$ cat src/hw/rtl/atanla_pkg.sv
package atanla_pkg;

  localparam int X_W       = 32;
  localparam int T_W       = 40;
  localparam int SUM_W     = 42;
  localparam int FIRST_SH  = 56;
  localparam int DVD_W     = FIRST_SH + 1;
  localparam int REM_W     = 32;
  localparam int THR_W     = 30;
  localparam int ANGLE_W   = 32;
  localparam int TERMS_W   = 7;
  localparam int RND_SH    = 12;
  localparam int MAX_TERMS = 64;
  localparam int N_W       = $clog2(MAX_TERMS + 1);
  localparam int K_W       = $clog2(2 * MAX_TERMS + 4);
  localparam int CNT_W     = $clog2(T_W + 1);

  localparam logic [THR_W-1:0]   THR_RESET   = THR_W'(1074);
  localparam logic [X_W-1:0]     ONE_Q16     = X_W'(65536);
  localparam logic [ANGLE_W-1:0] HALF_PI_Q28 = ANGLE_W'(421657428);

  typedef enum logic [3:0] {
    S_IDLE,
    S_CHECK,
    S_FIRST,
    S_RATIO,
    S_RATIO_DIV,
    S_SCALE1,
    S_SCALE2,
    S_OUT
  } state_t;

  typedef enum logic [1:0] {
    DOP_FIRST,
    DOP_RATIO,
    DOP_SCALE
  } div_op_t;

  typedef struct packed {
    logic    load_x;
    logic    div_start;
    div_op_t div_op;
    logic    term_first;
    logic    term_add;
    logic    out_load;
  } cmd_t;

  typedef struct packed {
    logic div_busy;
    logic dom;
    logic below;
    logic n_max;
  } sts_t;

endpackage

$ cat src/hw/rtl/atanla_div.sv
module atanla_div (
  input  logic                         clk,
  input  logic                         rst_n,
  input  logic                         start,
  input  logic [atanla_pkg::DVD_W-1:0] dividend,
  input  logic [atanla_pkg::REM_W-1:0] divisor,
  output logic                         busy,
  output logic [atanla_pkg::T_W-1:0]   quo
);
  import atanla_pkg::*;

  logic             run_r, run_nxt;
  logic [CNT_W-1:0] cnt_r, cnt_nxt;
  logic [REM_W-1:0] rem_r, rem_nxt;
  logic [T_W-1:0]   dvd_r, dvd_nxt;
  logic [REM_W-1:0] dsr_r, dsr_nxt;
  logic [REM_W:0]   trial;
  logic [REM_W:0]   diff;
  logic             ge;

  // The quotient is known to fit in T_W bits, so the upper dividend bits seed the remainder.
  always_comb begin
    trial   = {rem_r, dvd_r[T_W-1]};
    diff    = trial - {1'b0, dsr_r};
    ge      = trial >= {1'b0, dsr_r};
    run_nxt = run_r;
    cnt_nxt = cnt_r;
    rem_nxt = rem_r;
    dvd_nxt = dvd_r;
    dsr_nxt = dsr_r;
    if (start) begin
      run_nxt = 1'b1;
      cnt_nxt = CNT_W'(T_W);
      rem_nxt = REM_W'(dividend[DVD_W-1:T_W]);
      dvd_nxt = dividend[T_W-1:0];
      dsr_nxt = divisor;
    end else if (run_r) begin
      rem_nxt = ge ? diff[REM_W-1:0] : trial[REM_W-1:0];
      dvd_nxt = {dvd_r[T_W-2:0], ge};
      cnt_nxt = cnt_r - CNT_W'(1);
      run_nxt = (cnt_r != CNT_W'(1));
    end
  end

  always_ff @(posedge clk) begin
    if (!rst_n) begin
      run_r <= 1'b0;
      cnt_r <= '0;
    end else begin
      run_r <= run_nxt;
      cnt_r <= cnt_nxt;
    end
    rem_r <= rem_nxt;
    dvd_r <= dvd_nxt;
    dsr_r <= dsr_nxt;
  end

  assign busy = run_r;
  assign quo  = dvd_r;

  a_no_restart: assert property (@(posedge clk) disable iff (!rst_n) start |-> !run_r)
    else $error("Divider started while busy.");
  a_runs: assert property (@(posedge clk) disable iff (!rst_n) start |=> run_r && cnt_r == CNT_W'(T_W))
    else $error("Divider did not begin after start.");

endmodule

$ cat src/hw/rtl/atanla_dp.sv
module atanla_dp (
  input  logic                           clk,
  input  logic                           rst_n,
  input  logic                           cfg_we,
  input  logic [atanla_pkg::THR_W-1:0]   cfg_wdata,
  input  logic [atanla_pkg::X_W-1:0]     in_x,
  input  atanla_pkg::cmd_t               cmd,
  output atanla_pkg::sts_t               sts,
  output logic [atanla_pkg::ANGLE_W-1:0] out_angle,
  output logic [atanla_pkg::TERMS_W-1:0] out_terms,
  output logic                           out_dom,
  output logic                           out_capped
);
  import atanla_pkg::*;

  logic [THR_W-1:0]   thr_r;
  logic [X_W-1:0]     ax_r;
  logic               xneg_r;
  logic [T_W-1:0]     t_r;
  logic               tneg_r;
  logic [SUM_W-1:0]   sum_r;
  logic [N_W-1:0]     n_r;
  logic               capped_r;
  logic [ANGLE_W-1:0] angle_r;
  logic [TERMS_W-1:0] terms_r;
  logic               dom_r;
  logic               ocap_r;

  logic [DVD_W-1:0]     dividend;
  logic [REM_W-1:0]     divisor;
  logic                 busy;
  logic [T_W-1:0]       quo;
  logic [K_W-1:0]       num_k;
  logic [K_W-1:0]       den_k;
  logic [T_W+K_W-1:0]   prod;
  logic [T_W-1:0]       limit;
  logic                 below;
  logic                 n_max;
  logic                 dom;
  logic                 term_neg;
  logic [SUM_W-1:0]     qx;
  logic [SUM_W-1:0]     sum_nxt;
  logic [SUM_W-1:0]     rs;
  logic signed [SUM_W-1:0] shifted;
  logic [ANGLE_W-1:0]   half_off;
  logic [ANGLE_W-1:0]   angle;

  atanla_div u_div (
    .clk      (clk),
    .rst_n    (rst_n),
    .start    (cmd.div_start),
    .dividend (dividend),
    .divisor  (divisor),
    .busy     (busy),
    .quo      (quo)
  );

  always_comb begin
    num_k = (K_W'(n_r) << 1) + K_W'(1);
    den_k = num_k + K_W'(2);
    prod  = t_r * num_k;
    case (cmd.div_op)
      DOP_FIRST: begin
        dividend = (DVD_W'(1) << FIRST_SH) + DVD_W'(ax_r >> 1);
        divisor  = ax_r;
      end
      DOP_RATIO: begin
        dividend = DVD_W'(prod);
        divisor  = REM_W'(den_k);
      end
      DOP_SCALE: begin
        dividend = DVD_W'({quo, 16'b0});
        divisor  = ax_r;
      end
      default: begin
        dividend = '0;
        divisor  = ax_r;
      end
    endcase
    limit    = {thr_r, 10'b0};
    below    = quo < limit;
    n_max    = n_r >= N_W'(MAX_TERMS);
    dom      = ax_r <= ONE_Q16;
    term_neg = cmd.term_first ? !xneg_r : !tneg_r;
    qx       = SUM_W'(quo);
    sum_nxt  = (cmd.term_first ? '0 : sum_r) + (term_neg ? (~qx + SUM_W'(1)) : qx);
    rs       = sum_r + SUM_W'(1 << (RND_SH - 1));
    shifted  = $signed(rs) >>> RND_SH;
    half_off = xneg_r ? (~HALF_PI_Q28 + ANGLE_W'(1)) : HALF_PI_Q28;
    angle    = ANGLE_W'(shifted) + half_off;
  end

  always_ff @(posedge clk) begin
    if (!rst_n) begin
      thr_r <= THR_RESET;
    end else if (cfg_we) begin
      thr_r <= cfg_wdata;
    end
    if (cmd.load_x) begin
      xneg_r <= in_x[X_W-1];
      ax_r   <= in_x[X_W-1] ? (~in_x + X_W'(1)) : in_x;
    end
    if (cmd.div_start && cmd.div_op == DOP_RATIO) begin
      n_r <= n_r + N_W'(1);
    end
    if (cmd.term_first) begin
      n_r      <= '0;
      capped_r <= 1'b0;
    end
    if (cmd.term_first || cmd.term_add) begin
      t_r    <= quo;
      tneg_r <= term_neg;
      sum_r  <= sum_nxt;
    end
    if (cmd.term_add) begin
      capped_r <= !below && n_max;
    end
    if (cmd.out_load) begin
      angle_r <= dom ? '0 : angle;
      terms_r <= dom ? '0 : TERMS_W'(n_r);
      dom_r   <= dom;
      ocap_r  <= dom ? 1'b0 : capped_r;
    end
  end

  assign sts.div_busy = busy;
  assign sts.dom      = dom;
  assign sts.below    = below;
  assign sts.n_max    = n_max;
  assign out_angle    = angle_r;
  assign out_terms    = terms_r;
  assign out_dom      = dom_r;
  assign out_capped   = ocap_r;

  a_term_shrinks: assert property (@(posedge clk) disable iff (!rst_n)
    cmd.term_add |-> quo <= t_r)
    else $error("Series term grew from one step to the next.");
  a_n_bound: assert property (@(posedge clk) disable iff (!rst_n)
    cmd.term_add |-> n_r <= N_W'(MAX_TERMS))
    else $error("Term count passed its limit.");

endmodule

$ cat src/hw/rtl/atanla_ctrl.sv
module atanla_ctrl (
  input  logic             clk,
  input  logic             rst_n,
  input  logic             in_tvalid,
  output logic             in_tready,
  output logic             out_tvalid,
  input  logic             out_tready,
  input  atanla_pkg::sts_t sts,
  output atanla_pkg::cmd_t cmd
);
  import atanla_pkg::*;

  state_t state_r, state_nxt;
  logic   out_valid_r, out_valid_nxt;
  logic   out_free;

  assign out_free = !out_valid_r || out_tready;

  always_comb begin
    state_nxt = state_r;
    case (state_r)
      S_IDLE:      if (in_tvalid) state_nxt = S_CHECK;
      S_CHECK:     state_nxt = sts.dom ? S_OUT : S_FIRST;
      S_FIRST:     if (!sts.div_busy) state_nxt = S_RATIO;
      S_RATIO:     state_nxt = S_RATIO_DIV;
      S_RATIO_DIV: if (!sts.div_busy) state_nxt = S_SCALE1;
      S_SCALE1:    if (!sts.div_busy) state_nxt = S_SCALE2;
      S_SCALE2: begin
        if (!sts.div_busy) begin
          state_nxt = (sts.below || sts.n_max) ? S_OUT : S_RATIO;
        end
      end
      S_OUT:       if (out_free) state_nxt = S_IDLE;
      default:     state_nxt = S_IDLE;
    endcase
  end

  always_comb begin
    cmd       = '0;
    in_tready = 1'b0;
    case (state_r)
      S_IDLE: begin
        in_tready  = 1'b1;
        cmd.load_x = in_tvalid;
      end
      S_CHECK: begin
        cmd.div_start = !sts.dom;
        cmd.div_op    = DOP_FIRST;
      end
      S_FIRST: begin
        cmd.term_first = !sts.div_busy;
      end
      S_RATIO: begin
        cmd.div_start = 1'b1;
        cmd.div_op    = DOP_RATIO;
      end
      S_RATIO_DIV, S_SCALE1: begin
        cmd.div_start = !sts.div_busy;
        cmd.div_op    = DOP_SCALE;
      end
      S_SCALE2: begin
        cmd.term_add = !sts.div_busy;
      end
      S_OUT: begin
        cmd.out_load = out_free;
      end
      default: begin
        cmd = '0;
      end
    endcase
  end

  always_comb begin
    out_valid_nxt = out_valid_r;
    if (cmd.out_load) begin
      out_valid_nxt = 1'b1;
    end else if (out_tready) begin
      out_valid_nxt = 1'b0;
    end
  end

  always_ff @(posedge clk) begin
    if (!rst_n) begin
      state_r     <= S_IDLE;
      out_valid_r <= 1'b0;
    end else begin
      state_r     <= state_nxt;
      out_valid_r <= out_valid_nxt;
    end
  end

  assign out_tvalid = out_valid_r;

  a_wait_idle_div: assert property (@(posedge clk) disable iff (!rst_n)
    state_r == S_OUT |-> !sts.div_busy)
    else $error("Result stage reached with the divider still running.");
  a_accept_check: assert property (@(posedge clk) disable iff (!rst_n)
    in_tvalid && in_tready |=> state_r == S_CHECK)
    else $error("Accepted beat was not taken into the check step.");

endmodule

$ cat src/hw/rtl/arctan_series_large_argument.sv
// Arctangent for arguments of magnitude above one, summed as the series
// sign(x)*pi/2 - 1/x + 1/(3x^3) - ... in Q0.40 and returned in Q3.28 with the
// number of terms added after the first and domain and cap flags. All division
// goes through one restoring divider that makes one quotient bit per cycle.
// An item takes one division for the first term and three per later term,
// and at most 64 terms are added after the first; an argument of magnitude
// one or less needs no division. The next beat is accepted once the result
// is handed to the output register.
module arctan_series_large_argument (
  input  logic        clk,
  input  logic        rst_n,
  input  logic        cfg_we,
  input  logic [29:0] cfg_wdata,   // stop_threshold
  input  logic        in_tvalid,
  output logic        in_tready,
  input  logic [31:0] in_tdata,    // [31:0] x
  output logic        out_tvalid,
  input  logic        out_tready,
  output logic [39:0] out_tdata,   // [31:0] angle, [38:32] terms, [39] zero
  output logic [1:0]  out_tuser    // [0] domain_error, [1] capped
);
  import atanla_pkg::*;

  cmd_t               cmd;
  sts_t               sts;
  logic [ANGLE_W-1:0] angle;
  logic [TERMS_W-1:0] terms;
  logic               dom;
  logic               capped;

  atanla_ctrl u_ctrl (
    .clk        (clk),
    .rst_n      (rst_n),
    .in_tvalid  (in_tvalid),
    .in_tready  (in_tready),
    .out_tvalid (out_tvalid),
    .out_tready (out_tready),
    .sts        (sts),
    .cmd        (cmd)
  );

  atanla_dp u_dp (
    .clk        (clk),
    .rst_n      (rst_n),
    .cfg_we     (cfg_we),
    .cfg_wdata  (cfg_wdata),
    .in_x       (in_tdata),
    .cmd        (cmd),
    .sts        (sts),
    .out_angle  (angle),
    .out_terms  (terms),
    .out_dom    (dom),
    .out_capped (capped)
  );

  assign out_tdata = {1'b0, terms, angle};
  assign out_tuser = {capped, dom};

endmodule
$ cat config.mk
export PLATFORM = sky130hd
export DESIGN_NAME = arctan_series_large_argument
export DESIGN_NICKNAME = d
export VERILOG_FILES = /design/src/hw/rtl/atanla_pkg.sv /design/src/hw/rtl/atanla_div.sv /design/src/hw/rtl/atanla_dp.sv /design/src/hw/rtl/atanla_ctrl.sv /design/src/hw/rtl/arctan_series_large_argument.sv
export SDC_FILE = /design/constraint.sdc
export NUM_CORES = 1
export LEC_CHECK = 0
export BUFFER_PORTS_ARGS = -buffer_cell sky130_fd_sc_hd__buf_4
export CORE_MARGIN = 3
export CORE_UTILIZATION = 50
export CTS_CLUSTER_SIZE = 10
export DETAILED_ROUTE_END_ITERATION = 12
export PLACE_DENSITY = 0.67
export SLEW_MARGIN = 20
export SYNTH_ARGS = -nofsm -noshare
export SYNTH_HDL_FRONTEND = slang
export SYNTH_HIERARCHICAL = 1
export SYNTH_SLANG_ARGS = --single-unit
$ cat constraint.sdc
create_clock -name clk -period 8.8 [get_ports clk]
set_input_delay 0.88 -clock clk [delete_from_list [all_inputs] [get_ports clk]]
set_output_delay 0.88 -clock clk [all_outputs]
set_load 0.02 [all_outputs]
==> Yosys cells after proc, flatten, opt, wreduce, memory -nomap -nowiden <==
Index checks and enable logic that the tools add are counted.
{ "word_totals": {"output_inout_bits": 44, "register_bits": 311} }
{ "op_classes": {"reduce_logical": 19, "n_bitwise": 3, "n_eq_ne": 16, "mul": 1, "n_mux": 35, "n_addsub": 11, "magnitude_cmp": 4} }
{ "ops": {"columns": ["operator", "count"], "rows": [
  ["57-bit one-hot mux with 3 select lines", 1],
  ["42-bit two-way mux", 2],
  ["40-bit two-way mux", 2],
  ["32-bit two-way mux", 2],
  ["57-bit by 31-bit adder with 57-bit output, first input constant", 1],
  ["40-bit by 8-bit multiplier with 48-bit output", 1],
  ["42-bit by 1-bit adder with 42-bit output, second input constant", 1],
  ["42-bit by 12-bit adder with 42-bit output, second input constant", 1],
  ["42-bit adder", 1],
  ["40-bit NOT with 42-bit output", 1],
  ["40-bit < comparator", 1],
  ["17-bit two-way mux", 2],
  ["33-bit by 32-bit greater-or-equal comparator with 1-bit output", 1],
  ["32-bit by 1-bit adder with 32-bit output, second input constant", 1],
  ["32-bit adder", 1],
  ["32-bit by 17-bit <= comparator with 1-bit output, second input constant", 1],
  ["32-bit NOT", 1],
  ["4-bit one-hot mux with 8 select lines", 1],
  ["32-bit subtractor", 1],
  ["31-bit two-way mux", 1],
  ["4-bit two-way mux", 6],
  ["4-bit by 3-bit equality test with 1-bit output, second input constant", 4],
  ["1-bit two-way mux", 12],
  ["6-bit two-way mux", 2],
  ["other kinds (24)", 41]
]} }

==> Longest topological paths before layout <==
Gate-level depths: netlist of the first run.
{ "logic_depth": {"ltp_word": 6, "depth_mapped": 24, "depth_no_buf": 21} }

==> By module <==
The synthesis of the first run kept the hierarchy.
{ "modules_own_cells": {"columns": ["mod", "instances", "cells_each", "seq_area_each_um2", "area_per_inst_um2"], "rows": [
  ["atanla_dp", 1, 2650, 5485.3, 23774.1],
  ["atanla_div", 1, 580, 3113.0, 6566.3],
  ["atanla_ctrl", 1, 48, 80.1, 385.4],
  ["arctan_series_large_argument", 1, 4, 0.0, 26.3]
]} }

==> Worst setup path before layout of the first run <==
OpenSTA, ideal clock, no wires.
{ "synth_path": {"path_kind": "register to register", "startpoint": "register u_dp.n_r[3]", "endpoint": "register u_dp.u_div.rem_r[7] (data pin)", "arrival_ns": 5.839, "setup_slack_ns": 2.701, "period_less_slack_ns": 6.099, "required_time_ns": 8.540, "stages_incl_launch_ff": 23, "path_buffers": 3, "setup_ns": 0.260, "path_cell_list": "dfxtp_1 -> clkbuf_1 -> buf_1 -> nand2_1 -> fa_1 -> inv_1 -> fa_1 -> fa_1 -> inv_1 -> fa_1 -> inv_1 -> ha_1 -> clkbuf_1 -> a2111oi_0 -> o21ai_0 -> a31oi_1 -> o2111ai_1 -> a21oi_1 -> o21ai_0 -> a21boi_0 -> mux2i_1 -> a221o_1 -> mux2_2"} }
{ "synth_between": {"elab_chain_cells": 4} }
{ "synth_rtl": {"columns": ["element", "line", "text"], "rows": [
  ["start: declaration", "atanla_dp.sv:22", "logic [N_W-1:0] n_r;"],
  ["start signal: assignment", "atanla_dp.sv:104", "n_r <= n_r + N_W'(1);"],
  ["8-bit by 1-bit adder with 8-bit output", "atanla_dp.sv:59", "num_k = (K_W'(n_r) << 1) + K_W'(1);"],
  ["40-bit by 8-bit multiplier with 48-bit output", "atanla_dp.sv:61", "prod = t_r * num_k;"],
  ["57-bit one-hot mux with 3 select lines", "atanla_dp.sv:62", "case (cmd.div_op)"],
  ["net u_dp.dividend[47]", "atanla_dp.sv:29", "logic [DVD_W-1:0] dividend;"],
  ["17-bit two-way mux", "atanla_div.sv:31", "if (start) begin"],
  ["net u_dp.u_div.rem_nxt[7]", "atanla_div.sv:14", "logic [REM_W-1:0] rem_r, rem_nxt;"],
  ["end signal: assignment", "atanla_div.sv:53", "rem_r <= rem_nxt;"],
  ["end: declaration", "atanla_div.sv:14", null]
]} }
The timed path passes the listed nets, and every way through them passes these cells.
A chain may end at the register's enable or synchronous reset.

==> Worst setup path in the final report of the first run <==
{ "layout_path": {"startpoint": "register u_dp.n_r[2]", "endpoint": "register u_dp.u_div.rem_r[7] (data pin)"} }
Same word-level chain as after synthesis.

==> results of run 1 <==
[worst min-delay path: cells and delay by family, from the launching register on]
family,cells,cell delay (ns)
AO/OA/AOI/OAI,1,0.07
buffers and inverters,1,0.05
flip-flops,1,0.33
[through the flow]
stage	hold WS, ns	total power [mW]
2_1_floorplan	0.461	8.54
6_report	0.502	12.2
4_1_cts	0.499	12.2
3_3_place_gp	0.482	10.4
5_1_grt	0.533	13.1
3_5_place_dp	0.488	10.6
[registers in the layout, summed over array words and instances, names as in the netlist, 3 cells and up]
name and count:
u_dp/u_div/rem_r 32, u_dp/sum_r 42, u_dp/u_div/cnt_r 6, u_dp/n_r 7, u_dp/u_div/dsr_r 32, u_ctrl/state_r 3
u_dp/thr_r 30, u_dp/t_r 40, u_dp/out_angle 32, u_dp/out_terms 7, u_dp/u_div/quo 40, u_dp/ax_r 32
[metal layers]
layer | routed length (µm) | part of all wire [%]
met4 | 2600 | 2.9
met2 | 41500 | 46
met3 | 6430 | 7.2
met1 | 39100 | 44
met5 | 44 | 0.049
[layout make-up]
class | count | area share (%)
Multi-Input combinational cell | 2431 | 59.8
Sequential cell | 310 | 26.0
Inverter | 406 | 4.56
Clock buffer | 59 | 3.30
Timing Repair Buffer | 142 | 3.19
Tap cell | 782 | 2.93
Clock inverter | 13 | 0.202
Antenna cell | 2 | 0.0150
[kinds of logic after synthesis]
| group | after synthesis | synth area share [%] |
|---|---|---|
| muxes | 139 | 4.91 |
| xor gates and xnor gates | 234 | 6.66 |
| buffers and inverters | 541 | 6.90 |
| and+or+nand+nor | 1004 | 16.9 |
| other | 1 | 0.0122 |
| DFF | 310 | 28.2 |
| adders and majority gates | 439 | 23.5 |
| AOI/OAI and AO/OA | 614 | 12.9 |
[cell usage after synthesis, types with 86 or more instances]
cell and count:
nand2_1 300, ha_1 208, nor2b_1 97, nor2_1 142, xnor2_1 150, fa_1 231, edfxtp_1 247, a21o_1 86
o21ai_0 126, clkbuf_1 104, and2_1 192, inv_1 406, a21oi_1 163
[worst min path at each step]
| stage | slack, ns | startpoint | endpoint |
|---|---|---|---|
| final | 0.50 | u_dp/u_div/rem_r[25] | u_dp/u_div/rem_r[25] |
| after global routing | 0.53 | u_dp/u_div/rem_r[25] | u_dp/u_div/rem_r[25] |
| after detailed placement | 0.49 | u_dp/u_div/rem_r[25] | u_dp/u_div/rem_r[25] |
| after floorplan | 0.46 | u_dp/thr_r[1] | u_dp/thr_r[1] |
| after global placement | 0.48 | u_dp/u_div/cnt_r[1] | u_dp/u_div/cnt_r[1] |
| after CTS | 0.50 | u_dp/u_div/rem_r[25] | u_dp/u_div/rem_r[25] |
[report_power, final]
group	internal [mW]	leakage [nW]	switching, mW	total, mW
clock network	0.867	0.568	0.654	1.52
logic	3.09	11.1	4.44	7.52
registers	2.50	2.79	0.708	3.20
[cells in the final DEF (no fill, tap or decap), types with 35 or more instances in the layout]
master     count
nor2b_1       96
and2_1       191
inv_1        406
buf_4        142
o21ai_0      126
clkbuf_16     41
nand4_1       35
a21oi_1      162
ha_1         208
nand3_1       55
mux2i_1       69
a21o_1        86
xnor2_1      150
dfxtp_1       62
mux2_2        62
fa_1         231
xor2_1        84
nor2_1       141
edfxtp_1     247
nand2_1      300
==> metrics, run 1 <==
status=complete, no violations; worst-skew pair later-pin latency=0.57 ns; CP required=about 9.1 ns; Setup crit start=u_dp/n_r[2]; RSZ-0062 raised after global routing=false; Setup Skew=0.0168 ns; Final setup viols=0; Pwr Density=366 nW/µm²; synthesized area=just over 30000 µm²; 1st-iter DRT viols=2160; fmax=141 MHz; Post-synth top flop=edfxtp_1; r2r endpoint=u_dp/u_div/rem_r[7]; Sink Count=310; GR Util met2=45.5%; setup_tns=0 ns; WHS Path Cells=2; Slew Limit Fails=0; initial antenna violation count=4; nature of the critical path endpoint=register; clock tree buffer depth=3; synth top area cells=edfxtp_1 (24%), fa_1 (15%), ha_1 (8.5%); # hold bufs at CTS=0; min cycle time layout=7.11 ns; crit path kind=reg -> reg; Fillers=~5400; Final Cell Area=33400 µm²; Rows=90; wire length per cell=around 22 µm; postcts setup bufs=0; Hold Violations, Final=0; post-cts sizing count=0; placed cells=4071; sequential area share after synthesis=28.2%; met1 GRT Util=38.9%; Hold Crit Class=reg -> reg; Area Growth Syn to Fin=8.72%; worst path buffer plus inverter count=4; chip width=254 µm; GP Congestion=roughly 0.96; DRC Markers=0; vias in the first global route=24600; total detailed-routing wirelength=~90000 µm; synth warn=6; Top delay family on crit path=compound AO/OA/AOI/OAI gates; largest net degree at the start of global routing=74; gr ovfl total=0; startpoint types=register; Synth Instances=3282; Antenna Nets Post-Route=0; HPWL Detailed=68200 µm; pre-CTS setup slack=1.72 ns; Reg-to-Reg Start=u_dp/n_r[2]; Detailed Routing Iterations Pass 1=5; met3 Use GR=3.70%; CTS tree=built; CORE AREA=60600 µm²; clock root cell=clkbuf_16; All-Layer GR Usage=27.8%; Avg Cell Area, Syn=9.37 µm²; DIE AREA=64500 µm²; Synth Register Bits=310; IO Count=111; R2R depth=20; die height=~250 µm; cell occurring most often along the worst timing path=fa_1; crit path DAT=7.42 ns; TritonCTS Buffers=40; CP Cell Sequence=buf_4 -> nand2_1 -> fa_1 -> inv_1 -> fa_1 -> fa_1 -> inv_1 -> fa_1 -> inv_1 -> ha_1 -> a2111oi_0 -> o21ai_0 -> a31oi_1 -> o2111ai_1 -> a21oi_1 -> o21ai_0 -> a21boi_0 -> mux2i_1 -> a221o_1 -> mux2_2; Crit. path cell count=20; Peak VDD IR=0.000455 V; CP max stage delay=0.86 ns; period utilization=80.8%; Worst path slowest cell=dfxtp_1; slew of the pin with the lowest slew margin=between 1 and 1.5 ns; cell taking the most area after synthesis=edfxtp_1; Setup WS post-layout=1.69 ns; first-pass GRT wire length=139000 µm; R2R Setup Slk=1.69 ns; area of the multi-input gates=about 20000 µm²; final layout net count=3837; share of cells above drive strength 1=8.96%; crit path to=u_dp/u_div/rem_r[7]; most used routing layer=met2; Synth top area share=about 24%; leakage=around 14 nW; Post-Syn Nets=between 3000 and 4000; final cell count without fillers=4145; Critical Path Fanout Max=17; register area=8680 µm²; Core Util, Final=55.2%; CTS HTree Levels=2; max-cap viol count=0; via count=~24000; Via density=5.91; Clock transition at path regs=roughly 0.060 ns; Post-synth EDFFs=roughly 250; Initial Util=between 50% and 60%; port buffer count=109; ys async rst share=0%; Slew HR=26.2%; Netlist cell types=between 80 and 90; placed inst area=approximately 32000 µm²
Power figures use the tool's default switching activity.
==> run 2, diff against run 1 <==
Settings changed: ABC_AREA from default to 1, PLACE_DENSITY 0.67 to 0.66.
Clock period 8.8 ns to 7.2 ns, I/O delays scaled along.
==> run 2 against run 1 <==
Compared with the run above:
- synthesized cell count grew 54%
- setup slack got worse by 0.33 ns
- area after synthesis grew 13%
- sequential power rose by 33%
- final cell count increased by 47%
- utilization increased by 0.21 points
- critical path depth rose by 3
- critical path type unchanged
- critical endpoint is now u_dp/u_div/quo[37]
==> metrics, run 2 <==
Setup Skew=0.0187 ns; hold_sp=cfg_wdata[10]; fmax=171 MHz; All-Layer GR Usage=30.2%; Area Growth Syn to Fin=8.62%; Via density=5.27; Psw=approximately 11 mW; Peak VDD IR=0.000445 V; worst path buffer plus inverter count=4; setup_tns=0 ns; HPWL Detailed=slightly below 90000 µm; Fillers=6869; # hold bufs at CTS=0; Rows=95; nature of the critical path endpoint=register; Top delay family on crit path=adder cells; slew of the pin with the lowest slew margin=1.13 ns; Post-synth top cells=nand2_1 (1598), inv_1 (1065), nor2_1 (440); largest net degree at the start of global routing=62; commonest cells after routing, fill and taps aside=nand2_1 (1598), inv_1 (1064), nor2_1 (437); biggest regs=u_dp/sum_r (42), u_dp/t_r (40), u_dp/u_div/quo (40); worst-skew pair later-pin latency=between 0.5 and 0.6 ns; via count=32000; CP Cell Sequence=buf_4 -> nand2_1 -> fa_1 -> inv_1 -> fa_1 -> fa_1 -> inv_1 -> fa_1 -> inv_1 -> ha_1 -> nand2_1 -> nor2_1 -> nand3_1 -> nand3_1 -> nand2_1 -> nand2_1 -> nand2_1 -> nand2_1 -> nand2_1 -> nand3_1 -> nand2_1 -> nand2_1 -> nand2_1; synthesized area=about 35000 µm²; clock tree buffer depth=3; status=complete, no violations; cell taking the most area after synthesis=edfxtp_1; placed cells=6001; die height=269 µm; Synth Register Bits=310; Hold Violations, Final=0; crit path DAT=between 6 and 7 ns; Initial Util=51.0%; DIE AREA=72500 µm²; first-pass GRT wire length=174000 µm; sw frac=56.3%; GP Congestion=0.985; port buffer count=109; Slew HR=around a quarter; post-cts sizing count=0; ys async rst share=0%; gr ovfl total=0; max reg flops=42; Sink Count=310; CP max stage delay=~0.95 ns; sequential area share after synthesis=25.0%; Logic pwr share=68.8%; Avg Cell Area, Syn=6.85 µm²; Netlist cell types=58; RSZ-0062 raised after global routing=false; Post-synth EDFFs=247; IO Count=111; Synth top area share=around a fifth; synth top area cells=edfxtp_1 (21%), nand2_1 (17%), fa_1 (13%); initial antenna violation count=2; Pwr Density=~540 nW/µm²; crit path kind=reg -> reg; Antenna Nets Post-Route=0; period utilization=81.1%; Post-synth top flop=edfxtp_1; most common cell in the netlist=nand2_1; share of power burned in the clock network=10.2%; Clock transition at path regs=0.06 ns; CP required=7.52 ns; R2R Setup Slk=1.36 ns; postcts setup bufs=0; 1st-iter DRT viols=3455; Detailed Routing Iterations Pass 1=6; cell internal pwr=8.83 mW; TritonCTS Buffers=41; Critical Path Fanout Max=24; share of cells above drive strength 1=under 10%; CORE AREA=between 60000 and 70000 µm²; clock root cell=clkbuf_16; CTS HTree Levels=2; Most flops, register=u_dp/sum_r; Hold Crit Class=in -> reg; commonest non-fill, non-tap cell in the layout=nand2_1; final layout net count=5629; Worst path slowest cell=dfxtp_1; min cycle time layout=roughly 5.8 ns; Synth Instances=5063; final cell count without fillers=around 6100; chip width=269 µm; Final setup viols=0; CTS tree=built; total detailed-routing wirelength=110000 µm; Flop pwr share=21.0%; wire length per cell=approximately 18 µm; leakage=20.0 nW; cell occurring most often along the worst timing path=nand2_1; max-cap viol count=0; Slew Limit Fails=0; vias in the first global route=just over 30000; startpoint types=register; Setup crit start=u_dp/n_r[1]; Inserted Diodes=0; synth warn=6; DRC Markers=0; Post-Syn Nets=about 5600; Reg-to-Reg Start=u_dp/n_r[1]
==> run 2: cell types whose count changed after synthesis, sizes merged, moves of 78 or more <==
cell / before / now
nor2: 142 / 463
a21o: 86 / 8
and2: 192 / 5
inv: 406 / 1096
nor2b: 98 / 1
xnor2: 150 / 39
nand3: 55 / 231
nand2: 300 / 1615
==> run 2: cell type report <==
cell class,instances,area (µm²),area share (%)
clock buffer,61,1180,3.14
clock inverter,12,136,0.362
inverter,1102,4140,11.0
multi-input combinational,3534,21400,56.7
sequential,310,8680,23.1
tap,921,1150,3.06
timing repair buffer,134,1010,2.67
==> run 2: layer usage <==
layer  track usage (%)  up-vias  wire length (µm)  part of all wire [%]
li1                  -    15700                 -                     -
met1              44.9    14900             50300                    46
met2              46.9     1339             47400                    43
met3              4.20      147              9770                   8.9
met4              6.69        0              2640                   2.4
met5                 0        -                 0                     0
==> run 2: worst min-delay path, delay by kind of cell <==
family,cells,cell delay [ns]
compound gates,2,0.10
buf+inv,1,0.08
==> run 2: cell families (layout without fill, tap and decap cells) <==
group	count (synthesis)	after routing	share of synthesized area, %
AO/OA/AOI/OAI	458	458	7.20
XOR/XNOR	137	137	3.46
adder cells (fa/ha/maj)	439	439	20.8
buffers and inverters	1219	1309	13.5
flip-flops	310	310	25.0
other	1	1	0.0108
AND/OR/NAND/NOR	2499	2499	30.0
==> run 2: per-stage QoR <==
stage | total power [mW] | hold slack [ns] | util (%) | instance area [µm²] | setup slack (ns)
5_1_grt | 22.1 | 0.366 | 55.4 | 37700 | 0.934
3_5_place_dp | 17.8 | 0.459 | 53.5 | 36300 | 1.48
3_3_place_gp | 17.7 | 0.456 | 53.5 | 36300 | 1.49
4_1_cts | 20.0 | 0.344 | 55.4 | 37700 | 1.44
2_1_floorplan | 13.7 | 0.439 | - | 34700 | 2.30
6_report | 20.2 | 0.371 | 55.4 | 37700 | 1.36
==> run 2: worst paths after layout <==
check                                           to  depth (start not counted)
worst max-delay path            u_dp/u_div/quo[37]                         23
worst min-delay path                u_dp/thr_r[10]                          3
worst max register to register  u_dp/u_div/quo[37]                         23
worst min register to register       u_dp/thr_r[8]                          2
==> run 2: power groups by stage <==
stage                     clock [mW]  sequential [mW]  combinational [mW]
after floorplan                    0             3.63                10.0
after global placement             0             4.22                13.5
after detailed placement           0             4.22                13.5
after CTS                       2.10             4.20                13.7
after global routing            2.16             4.28                15.7
final                           2.06             4.25                13.9
